===== src/hw/rtl/sgr_attribute_interpreter_top_defines.svh =====
// assertion macros for the sgr attribute interpreter
`ifndef SGR_ATTRIBUTE_INTERPRETER_TOP_DEFINES_SVH
`define SGR_ATTRIBUTE_INTERPRETER_TOP_DEFINES_SVH

// same-cycle implication, checked on every clk edge outside reset
`define SGR_ASSERT_SAME(label, ante, cons) \
	label: assert property (@(posedge clk) disable iff (!arst_n) (ante) |-> (cons)) \
		else $error("sgr interpreter assertion failed");

// next-cycle implication, checked on every clk edge outside reset
`define SGR_ASSERT_NEXT(label, ante, cons) \
	label: assert property (@(posedge clk) disable iff (!arst_n) (ante) |=> (cons)) \
		else $error("sgr interpreter assertion failed");

`endif


===== src/hw/rtl/sgr_pkg.sv =====
// types, codes and colour helpers for the sgr attribute interpreter
`default_nettype none

package sgr_pkg;

	// one sgr parameter item
	typedef struct packed {
		logic [15:0] param;
		logic [4:0]  params_left;
	} sgr_param_t;

	// attribute state after one item
	typedef struct packed {
		logic [3:0]  fg_index;
		logic [3:0]  bg_index;
		logic        fg_is_rgb;
		logic [23:0] fg_rgb;
		logic        bg_is_rgb;
		logic [23:0] bg_rgb;
		logic        bold_on;
		logic        underline_on;
		logic        strike_on;
		logic        reverse_on;
		logic        conceal_on;
	} sgr_attr_t;

	// progress through an extended colour form
	typedef enum logic [2:0] {
		PhIdle = 3'd0,
		PhSel  = 3'd1,
		PhR    = 3'd2,
		PhG    = 3'd3,
		PhB    = 3'd4,
		PhIdx  = 3'd5
	} sgr_phase_t;

	localparam logic [3:0] DefaultFg = 4'd7;
	localparam logic [3:0] DefaultBg = 4'd0;

	// plain codes
	localparam logic [15:0] SgrReset       = 16'd0;
	localparam logic [15:0] SgrBold        = 16'd1;
	localparam logic [15:0] SgrUnderline   = 16'd4;
	localparam logic [15:0] SgrBlink       = 16'd5;
	localparam logic [15:0] SgrReverse     = 16'd7;
	localparam logic [15:0] SgrConceal     = 16'd8;
	localparam logic [15:0] SgrStrike      = 16'd9;
	localparam logic [15:0] SgrBoldOffA    = 16'd21;
	localparam logic [15:0] SgrBoldOffB    = 16'd22;
	localparam logic [15:0] SgrUnderOff    = 16'd24;
	localparam logic [15:0] SgrBlinkOff    = 16'd25;
	localparam logic [15:0] SgrReverseOff  = 16'd27;
	localparam logic [15:0] SgrConcealOff  = 16'd28;
	localparam logic [15:0] SgrStrikeOff   = 16'd29;
	localparam logic [15:0] SgrFgLo        = 16'd30;
	localparam logic [15:0] SgrFgHi        = 16'd37;
	localparam logic [15:0] SgrFgExt       = 16'd38;
	localparam logic [15:0] SgrFgDefault   = 16'd39;
	localparam logic [15:0] SgrBgLo        = 16'd40;
	localparam logic [15:0] SgrBgHi        = 16'd47;
	localparam logic [15:0] SgrBgExt       = 16'd48;
	localparam logic [15:0] SgrBgDefault   = 16'd49;
	localparam logic [15:0] SgrFgBrightLo  = 16'd90;
	localparam logic [15:0] SgrFgBrightHi  = 16'd97;
	localparam logic [15:0] SgrBgBrightLo  = 16'd100;
	localparam logic [15:0] SgrBgBrightHi  = 16'd107;

	// extended form selectors
	localparam logic [15:0] SelRgb   = 16'd2;
	localparam logic [15:0] SelIndex = 16'd5;

	localparam logic [15:0] PaletteSize  = 16'd16;
	localparam logic [15:0] IndexLimit   = 16'd256;
	localparam logic [7:0]  GreyBase     = 8'd232;

	localparam sgr_attr_t AttrReset = '{
		fg_index:     DefaultFg,
		bg_index:     DefaultBg,
		fg_is_rgb:    1'b0,
		fg_rgb:       24'd0,
		bg_is_rgb:    1'b0,
		bg_rgb:       24'd0,
		bold_on:      1'b0,
		underline_on: 1'b0,
		strike_on:    1'b0,
		reverse_on:   1'b0,
		conceal_on:   1'b0
	};

	// intensity of one step of the 6x6x6 cube
	function automatic logic [7:0] cube_level(input logic [2:0] step);
		logic [7:0] lvl;
		case (step)
			3'd0:    lvl = 8'd0;
			3'd1:    lvl = 8'd95;
			3'd2:    lvl = 8'd135;
			3'd3:    lvl = 8'd175;
			3'd4:    lvl = 8'd215;
			default: lvl = 8'd255;
		endcase
		return lvl;
	endfunction

	// xterm colour for indexes 16 to 255, r in the low byte
	function automatic logic [23:0] xterm_rgb(input logic [7:0] n);
		logic [7:0] k;
		logic [7:0] rem;
		logic [7:0] grey;
		logic [2:0] r_step;
		logic [2:0] g_step;
		logic [2:0] b_step;
		logic [23:0] rgb;
		k      = n - 8'd16;
		r_step = 3'd0;
		for (int i = 1; i < 6; i++) begin
			if (k >= 8'(36 * i))
				r_step = 3'(i);
		end
		rem    = k - 8'(r_step) * 8'd36;
		g_step = 3'd0;
		for (int i = 1; i < 6; i++) begin
			if (rem >= 8'(6 * i))
				g_step = 3'(i);
		end
		b_step = 3'(rem - 8'(g_step) * 8'd6);
		grey   = 8'd8 + (n - GreyBase) * 8'd10;
		if (n >= GreyBase)
			rgb = {grey, grey, grey};
		else
			rgb = {cube_level(b_step), cube_level(g_step), cube_level(r_step)};
		return rgb;
	endfunction

	function automatic logic [7:0] clamp_byte(input logic [15:0] v);
		return (v > 16'd255) ? 8'd255 : v[7:0];
	endfunction

endpackage

`default_nettype wire


===== src/hw/rtl/sgr_attribute_interpreter_top.sv =====
// sgr attribute interpreter: parameter items in, attribute state out
//
//  channel  | signals                                 | carries
//  ---------+-----------------------------------------+----------------------------------
//  param    | param_valid, param_ready, param_item    | one sgr parameter and count left
//  attr     | attr_valid, attr_ready, attr            | attribute state after that item
//
// one item per cycle sustained while results are taken; the attribute and extended-form
// registers are updated by the decode between the input register and the result register
// each item passes the input register, then the result register
// arst_n low returns foreground 7, background 0, rgb off, flags clear, no extended form
// a stalled result holds the state; the input register still takes one more item
`default_nettype none
`include "sgr_attribute_interpreter_top_defines.svh"

module sgr_attribute_interpreter_top (
	input  wire logic               clk,
	input  wire logic               arst_n,
	input  wire logic               param_valid,
	output      logic               param_ready,
	input  wire sgr_pkg::sgr_param_t param_item,
	output      logic               attr_valid,
	input  wire logic               attr_ready,
	output      sgr_pkg::sgr_attr_t attr
);
	import sgr_pkg::*;

	// input stage
	sgr_param_t item_s1;
	logic       valid_s1;

	// attribute state doubles as the result register
	sgr_attr_t  attr_q;
	logic       attr_valid_q;

	// extended colour form tracking
	sgr_phase_t phase_q;
	logic       target_back_q;
	logic [15:0] partial_q;

	logic       advance;

	sgr_attr_t  plain_attr;
	logic       plain_ext;
	logic       plain_back;

	sgr_attr_t  attr_n;
	sgr_phase_t phase_n;
	logic       target_back_n;
	logic [15:0] partial_n;
	logic       use_plain;
	logic [7:0] comp;
	logic [15:0] p;
	logic [4:0] left;

	assign p    = item_s1.param;
	assign left = item_s1.params_left;

	// the item in the input register moves on whenever the result register is free
	assign advance     = valid_s1 && (!attr_valid_q || attr_ready);
	assign param_ready = !valid_s1 || advance;
	assign attr_valid  = attr_valid_q;
	assign attr        = attr_q;
	assign comp        = clamp_byte(p);

	always_ff @(posedge clk or negedge arst_n) begin
		if (!arst_n) begin
			valid_s1 <= 1'b0;
		end else if (param_ready) begin
			valid_s1 <= param_valid;
		end
	end

	// input payload, no reset needed
	always_ff @(posedge clk) begin
		if (param_valid && param_ready) begin
			item_s1 <= param_item;
		end
	end

	// decode of a plain code against the current state
	always_comb begin
		plain_attr = attr_q;
		plain_ext  = 1'b0;
		plain_back = target_back_q;
		case (p) inside
			[SgrFgLo:SgrFgHi]: begin
				plain_attr.fg_index  = 4'(p - SgrFgLo);
				plain_attr.fg_is_rgb = 1'b0;
			end
			[SgrFgBrightLo:SgrFgBrightHi]: begin
				plain_attr.fg_index  = 4'(p - SgrFgBrightLo + 16'd8);
				plain_attr.fg_is_rgb = 1'b0;
			end
			[SgrBgLo:SgrBgHi]: begin
				plain_attr.bg_index  = 4'(p - SgrBgLo);
				plain_attr.bg_is_rgb = 1'b0;
			end
			[SgrBgBrightLo:SgrBgBrightHi]: begin
				plain_attr.bg_index  = 4'(p - SgrBgBrightLo + 16'd8);
				plain_attr.bg_is_rgb = 1'b0;
			end
			SgrFgExt, SgrBgExt: begin
				// needs a selector and at least one value behind it
				if (left >= 5'd2) begin
					plain_ext  = 1'b1;
					plain_back = (p == SgrBgExt);
				end
			end
			SgrReset: begin
				plain_attr = AttrReset;
			end
			SgrFgDefault: begin
				plain_attr.reverse_on = 1'b0;
				plain_attr.fg_index   = DefaultFg;
				plain_attr.fg_is_rgb  = 1'b0;
				plain_attr.fg_rgb     = 24'd0;
			end
			SgrBgDefault: begin
				plain_attr.reverse_on = 1'b0;
				plain_attr.bg_index   = DefaultBg;
				plain_attr.bg_is_rgb  = 1'b0;
				plain_attr.bg_rgb     = 24'd0;
			end
			SgrBold:                    plain_attr.bold_on      = 1'b1;
			SgrUnderline, SgrBlink:     plain_attr.underline_on = 1'b1;
			SgrReverse:                 plain_attr.reverse_on   = 1'b1;
			SgrConceal:                 plain_attr.conceal_on   = 1'b1;
			SgrStrike:                  plain_attr.strike_on    = 1'b1;
			SgrBoldOffA, SgrBoldOffB:   plain_attr.bold_on      = 1'b0;
			SgrUnderOff, SgrBlinkOff:   plain_attr.underline_on = 1'b0;
			SgrReverseOff:              plain_attr.reverse_on   = 1'b0;
			SgrConcealOff:              plain_attr.conceal_on   = 1'b0;
			SgrStrikeOff:               plain_attr.strike_on    = 1'b0;
			default: ;
		endcase
	end

	// next state: extended form steps, else the plain decode
	always_comb begin
		attr_n        = attr_q;
		phase_n       = PhIdle;
		target_back_n = target_back_q;
		partial_n     = partial_q;
		use_plain     = 1'b0;
		unique case (phase_q)
			PhSel: begin
				if (p == SelRgb && left >= 5'd3)
					phase_n = PhR;
				else if (p == SelIndex && left >= 5'd1)
					phase_n = PhIdx;
				else
					use_plain = 1'b1;   // selector falls back to a plain code
			end
			PhR: begin
				partial_n = {8'd0, comp};
				phase_n   = PhG;
			end
			PhG: begin
				partial_n = {comp, partial_q[7:0]};
				phase_n   = PhB;
			end
			PhB: begin
				if (target_back_q) begin
					attr_n.bg_is_rgb = 1'b1;
					attr_n.bg_rgb    = {comp, partial_q};
				end else begin
					attr_n.fg_is_rgb = 1'b1;
					attr_n.fg_rgb    = {comp, partial_q};
				end
			end
			PhIdx: begin
				if (p < PaletteSize) begin
					if (target_back_q) begin
						attr_n.bg_index  = p[3:0];
						attr_n.bg_is_rgb = 1'b0;
					end else begin
						attr_n.fg_index  = p[3:0];
						attr_n.fg_is_rgb = 1'b0;
					end
				end else if (p < IndexLimit) begin
					if (target_back_q) begin
						attr_n.bg_is_rgb = 1'b1;
						attr_n.bg_rgb    = xterm_rgb(p[7:0]);
					end else begin
						attr_n.fg_is_rgb = 1'b1;
						attr_n.fg_rgb    = xterm_rgb(p[7:0]);
					end
				end
				// out-of-range index is swallowed
			end
			default: begin
				use_plain = 1'b1;
			end
		endcase
		if (use_plain) begin
			attr_n        = plain_attr;
			phase_n       = plain_ext ? PhSel : PhIdle;
			target_back_n = plain_back;
		end
		// the last parameter of a sequence always closes any extended form
		if (left == 5'd0)
			phase_n = PhIdle;
	end

	always_ff @(posedge clk or negedge arst_n) begin
		if (!arst_n) begin
			attr_q        <= AttrReset;
			phase_q       <= PhIdle;
			target_back_q <= 1'b0;
			partial_q     <= 16'd0;
		end else if (advance) begin
			attr_q        <= attr_n;
			phase_q       <= phase_n;
			target_back_q <= target_back_n;
			partial_q     <= partial_n;
		end
	end

	always_ff @(posedge clk or negedge arst_n) begin
		if (!arst_n) begin
			attr_valid_q <= 1'b0;
		end else if (advance) begin
			attr_valid_q <= 1'b1;
		end else if (attr_ready) begin
			attr_valid_q <= 1'b0;
		end
	end

	// a last parameter leaves no extended form open
	`SGR_ASSERT_NEXT(a_last_closes_ext, advance && left == 5'd0, phase_q == PhIdle)
	// state only moves when an item is taken into the result register
	`SGR_ASSERT_NEXT(a_state_holds, !advance, $stable(attr_q) && $stable(phase_q))
	// the red component is always followed by green unless the sequence ends
	`SGR_ASSERT_NEXT(a_r_then_g, advance && phase_q == PhR && left != 5'd0, phase_q == PhG)
	// an empty input register always takes an item
	`SGR_ASSERT_SAME(a_ready_when_empty, !valid_s1, param_ready)
	// a waiting result stays offered and unchanged
	`SGR_ASSERT_NEXT(a_attr_held, attr_valid_q && !attr_ready, attr_valid_q && $stable(attr_q))

endmodule

`default_nettype wire


===== config.mk =====
export PLATFORM = sky130hd
export DESIGN_NAME = sgr_attribute_interpreter_top
export DESIGN_NICKNAME = d
export VERILOG_FILES = /design/src/hw/rtl/sgr_pkg.sv /design/src/hw/rtl/sgr_attribute_interpreter_top.sv
export VERILOG_INCLUDE_DIRS = /design/src /design/src/hw/rtl
export SDC_FILE = /design/constraint.sdc
export NUM_CORES = 1
export LEC_CHECK = 0
export ABC_AREA = 1
export ABC_CLOCK_PERIOD_IN_PS = 10100
export BUFFER_PORTS_ARGS = -buffer_cell sky130_fd_sc_hd__buf_2
export CAP_MARGIN = 20
export CORE_ASPECT_RATIO = 1.75
export CORE_UTILIZATION = 55
export DETAILED_ROUTE_END_ITERATION = 16
export HOLD_SLACK_MARGIN = 0.08
export PLACE_DENSITY = 0.76
export RECOVER_POWER = 100
export SYNTH_ARGS = -nofsm -noshare
export SYNTH_HDL_FRONTEND = slang
export SYNTH_SLANG_ARGS = --single-unit

===== constraint.sdc =====
create_clock -name clk -period 10.1 [get_ports clk]
set_input_delay 1.01 -clock clk [delete_from_list [all_inputs] [get_ports clk]]
set_output_delay 1.01 -clock clk [all_outputs]
set_load 0.01 [all_outputs]

==> results.sh <==
export IMPL_status="finished with violations"
export IMPL_violations="capacitance limit, slew limit"
export IMPL_final_cell_mix="nand2_1, inv_1, nor2_1"
export IMPL_cts_resized_gates=0
export IMPL_drcViolationCount=0
export IMPL_grt_total_usage_pct=29.2
export IMPL_synthMuxAreaShare_pct=0
export IMPL_path_class="reg2reg"
export IMPL_final_area_mm2=0.00753
export IMPL_synth_distinct_cells=44
export IMPL_synth_top_family_by_area="simple AND/OR/NAND/NOR gates"
export IMPL_postCtsSetupBuffers=0
export IMPL_fp_row_count=53
export IMPL_yosys_warnings=0
export IMPL_holdBufCountCts=0
export IMPL_slew_headroom_pct=-175
export IMPL_ant_nets=0
export IMPL_synth_edf_count=21
export IMPL_syn_to_final_growth_pct=10.3
export IMPL_cp_data_required_time_ns=10.36
export IMPL_gp_congestion=0.972
export IMPL_setup_violations=0
export IMPL_final_common_cell="nand2_1"
export IMPL_wl_per_cell_um=15.7
export IMPL_drt_pass1_iter_count=5
export IMPL_root_buffer="clkbuf_16"
export IMPL_power_uw=1610
export IMPL_syn_inst=911
export IMPL_fill_cells=1198
export IMPL_maxSlewViolCount=128
export IMPL_grt_max_degree=80
export IMPL_finClkSkew_ns=0.0117
export IMPL_power_density_mw_per_mm2=214
export IMPL_hp_class="reg2reg"
export IMPL_fin_tns_setup_ns=0
export IMPL_clk_pin_slew_ns=0.09
export IMPL_grt_pass1_vias=6143
export IMPL_finalWirelength_um=18200
export IMPL_synth_area_per_cell_um2=7.50
export IMPL_synthXorXnorAreaFrac_pct=1.41
export IMPL_core_mm2=0.0121
export IMPL_clkLatencyLatePin_ns=0.36
export IMPL_hold_violations=0
export IMPL_drt_initial_drc_count=467
export IMPL_antenna_cells=0
export IMPL_synth_seq_cells=106
export IMPL_cts_sinks=106
export IMPL_syn_num_nets=975
export IMPL_hold_slack_ns=0.472
export IMPL_drive_above_1_share_pct=7.34
export IMPL_start_util_pct=56.6
export IMPL_cts_buffers=9
export IMPL_vias=6485
export IMPL_cap_viol_max_count=3
export IMPL_ys_async_sr_fraction_pct=80.2
export IMPL_ys_seq_area_share_pct=40.4
export IMPL_startpoint_type="register"
export IMPL_period_share_pct=68.8
export IMPL_path_max_fanout=26
export IMPL_overflow=0
export IMPL_synth_compound_area_share_pct=11.5
export IMPL_critPathArrivalTime_ns=7.20
export IMPL_fp_dieH_um=149
export IMPL_tightestPinTransition_ns=4.13
export IMPL_pin_count=90
export IMPL_clock_fmax_mhz=144
export IMPL_vias_per_cell=5.59
export IMPL_finalCriticalPeriod_ns=6.94
export IMPL_die_w_um=86.3
export IMPL_syn_cell_area_mm2=0.00683
export IMPL_tritoncts="done"
export IMPL_synth_flop_cell="dfrtp_1"
export IMPL_grt_pass1_wl_um=29200
export IMPL_synth_adder_area_share_pct=7.36
export IMPL_synthSimpleGateAreaFrac_pct=31.2
export IMPL_end_kind="register"
export IMPL_peakVddDrop_mv=0.0941
export IMPL_dpl_hpwl_um=13800
export IMPL_design_die_area_mm2=0.0129
export IMPL_numPortBuffers=89
export IMPL_p_leak_uw=0.00378
export IMPL_fin_nets=1054
export IMPL_place_area_mm2=0.00736
export IMPL_clk_path_buf_depth=2
export IMPL_antenna_found_initial=0
export IMPL_htreeDepth=3
export IMPL_rsz0062_at_grt="no"
## cell usage after synthesis, types with 2 or more instances
library cell	number	area, um^2
nand2_1	274	1030
inv_1	90	338
dfrtp_1	82	2050
nor2_1	80	300
nand3_1	71	355
o21ai_0	47	235
a21oi_1	41	205
ha_1	37	463
edfxtp_1	21	631
nor3_1	17	85.1
nand4_1	15	93.8
inv_2	12	45.0
o21ai_1	12	60.1
o22ai_1	11	68.8
clkbuf_1	8	30.0
buf_2	7	35.0
o211ai_1	7	52.6
nor2_2	6	37.5
nor2_4	6	67.6
xnor2_1	6	52.6
buf_4	5	37.5
buf_6	5	56.3
xor2_1	5	43.8
nand2_2	4	25.0
o2111ai_1	4	35.0
o31ai_1	4	30.0
a211oi_1	3	22.5
dfstp_2	3	78.8
nor4_1	3	18.8
a31oi_1	2	12.5
a41oi_1	2	17.5
fa_1	2	40.0
inv_4	2	12.5
nand2_4	2	22.5
nand3b_1	2	15.0
nor2_8	2	40.0
o21bai_1	2	15.0
o221ai_1	2	17.5
or2_1	2	12.5
## power breakdown
group | switching (uW) | leakage [uW] | internal (uW)
Combinational | 403 | 0.00232 | 195
Sequential | 73.9 | 0.00131 | 577
Clock | 185 | 0.000152 | 180
Total | 662 | 0.00378 | 952
## registers in the layout, indices dropped and copies added (netlist names)
signal         count
attr              63
attr_valid         1
left               5
p                 16
partial_q         16
phase_q            3
target_back_q      1
valid_s1           1
## final cells by class
class	instances	area, um^2	area share (%)
clock buffer	9	225	2.99
clock inverter	7	91.3	1.21
inverter	104	393	5.21
multi-input combinational	676	3470	46.0
sequential	106	2760	36.6
tap	165	206	2.74
timing repair buffer	93	390	5.18
## path summary, 6_finish.rpt
kind / from / slack [ns] / to / depth (start not counted)
max: p[3]$_DFFE_PP_ / 3.16 / attr[7]$_DFFE_PN0P_ / 16
min: attr[53]$_DFFE_PN0P_ / 0.47 / attr[53]$_DFFE_PN0P_ / 2
max reg2reg: p[3]$_DFFE_PP_ / 3.16 / attr[7]$_DFFE_PN0P_ / 16
min reg2reg: attr[53]$_DFFE_PN0P_ / 0.47 / attr[53]$_DFFE_PN0P_ / 2
max in group asynchronous: arst_n / 5.31 / target_back_q$_DFFE_PN0P_ / 2
min in group asynchronous: arst_n / 0.52 / attr[35]$_DFFE_PN0P_ / 1
## kinds of logic after synthesis
| kind of cell | count (synthesis) |
|---|---|
| and+or+nand+nor | 487 |
| adders and majority gates | 39 |
| AOI/OAI and AO/OA | 139 |
| xor gates and xnor gates | 11 |
| buffers and inverters | 129 |
| DFF | 106 |
## metal layers
layer | vias to the layer above | GRT usage [%] | part of all wire, %
met1 | 2993 | 31.0 | 38
met5 | - | 0 | 0
li1 | 3161 | - | -
met3 | 70 | 3.20 | 4.1
met4 | 0 | 18.3 | 5.9
met2 | 261 | 54.0 | 52
## worst max-delay path, stage by stage (launching register included)
cell,delay [ns]
edfxtp_1,0.63
inv_1,0.35
ha_1,0.33
inv_1,0.13
nor3_1,0.36
nand3_1,0.12
nor2_1,0.16
nor2_2,0.07
nand2_1,0.60
inv_1,0.61
nand2_1,0.28
nand2_1,0.10
inv_1,0.07
nand2_1,0.07
nor2_1,1.16
clkinvlp_2,1.35
o21ai_0,0.43
## through the flow
| stage | std cells | worst slack, ns | util (%) |
|---|---|---|---|
| after CTS | 1160 | 4.41 | 63.6 |
| after global routing | 1160 | 2.53 | 62.4 |
| after floorplan | 911 | 5.44 | - |
| after global placement | 1144 | 4.70 | 61.0 |
| final | 1160 | 3.16 | 62.4 |
| after detailed placement | 1144 | 4.44 | 61.0 |
(Power assumes the default switching activity.)
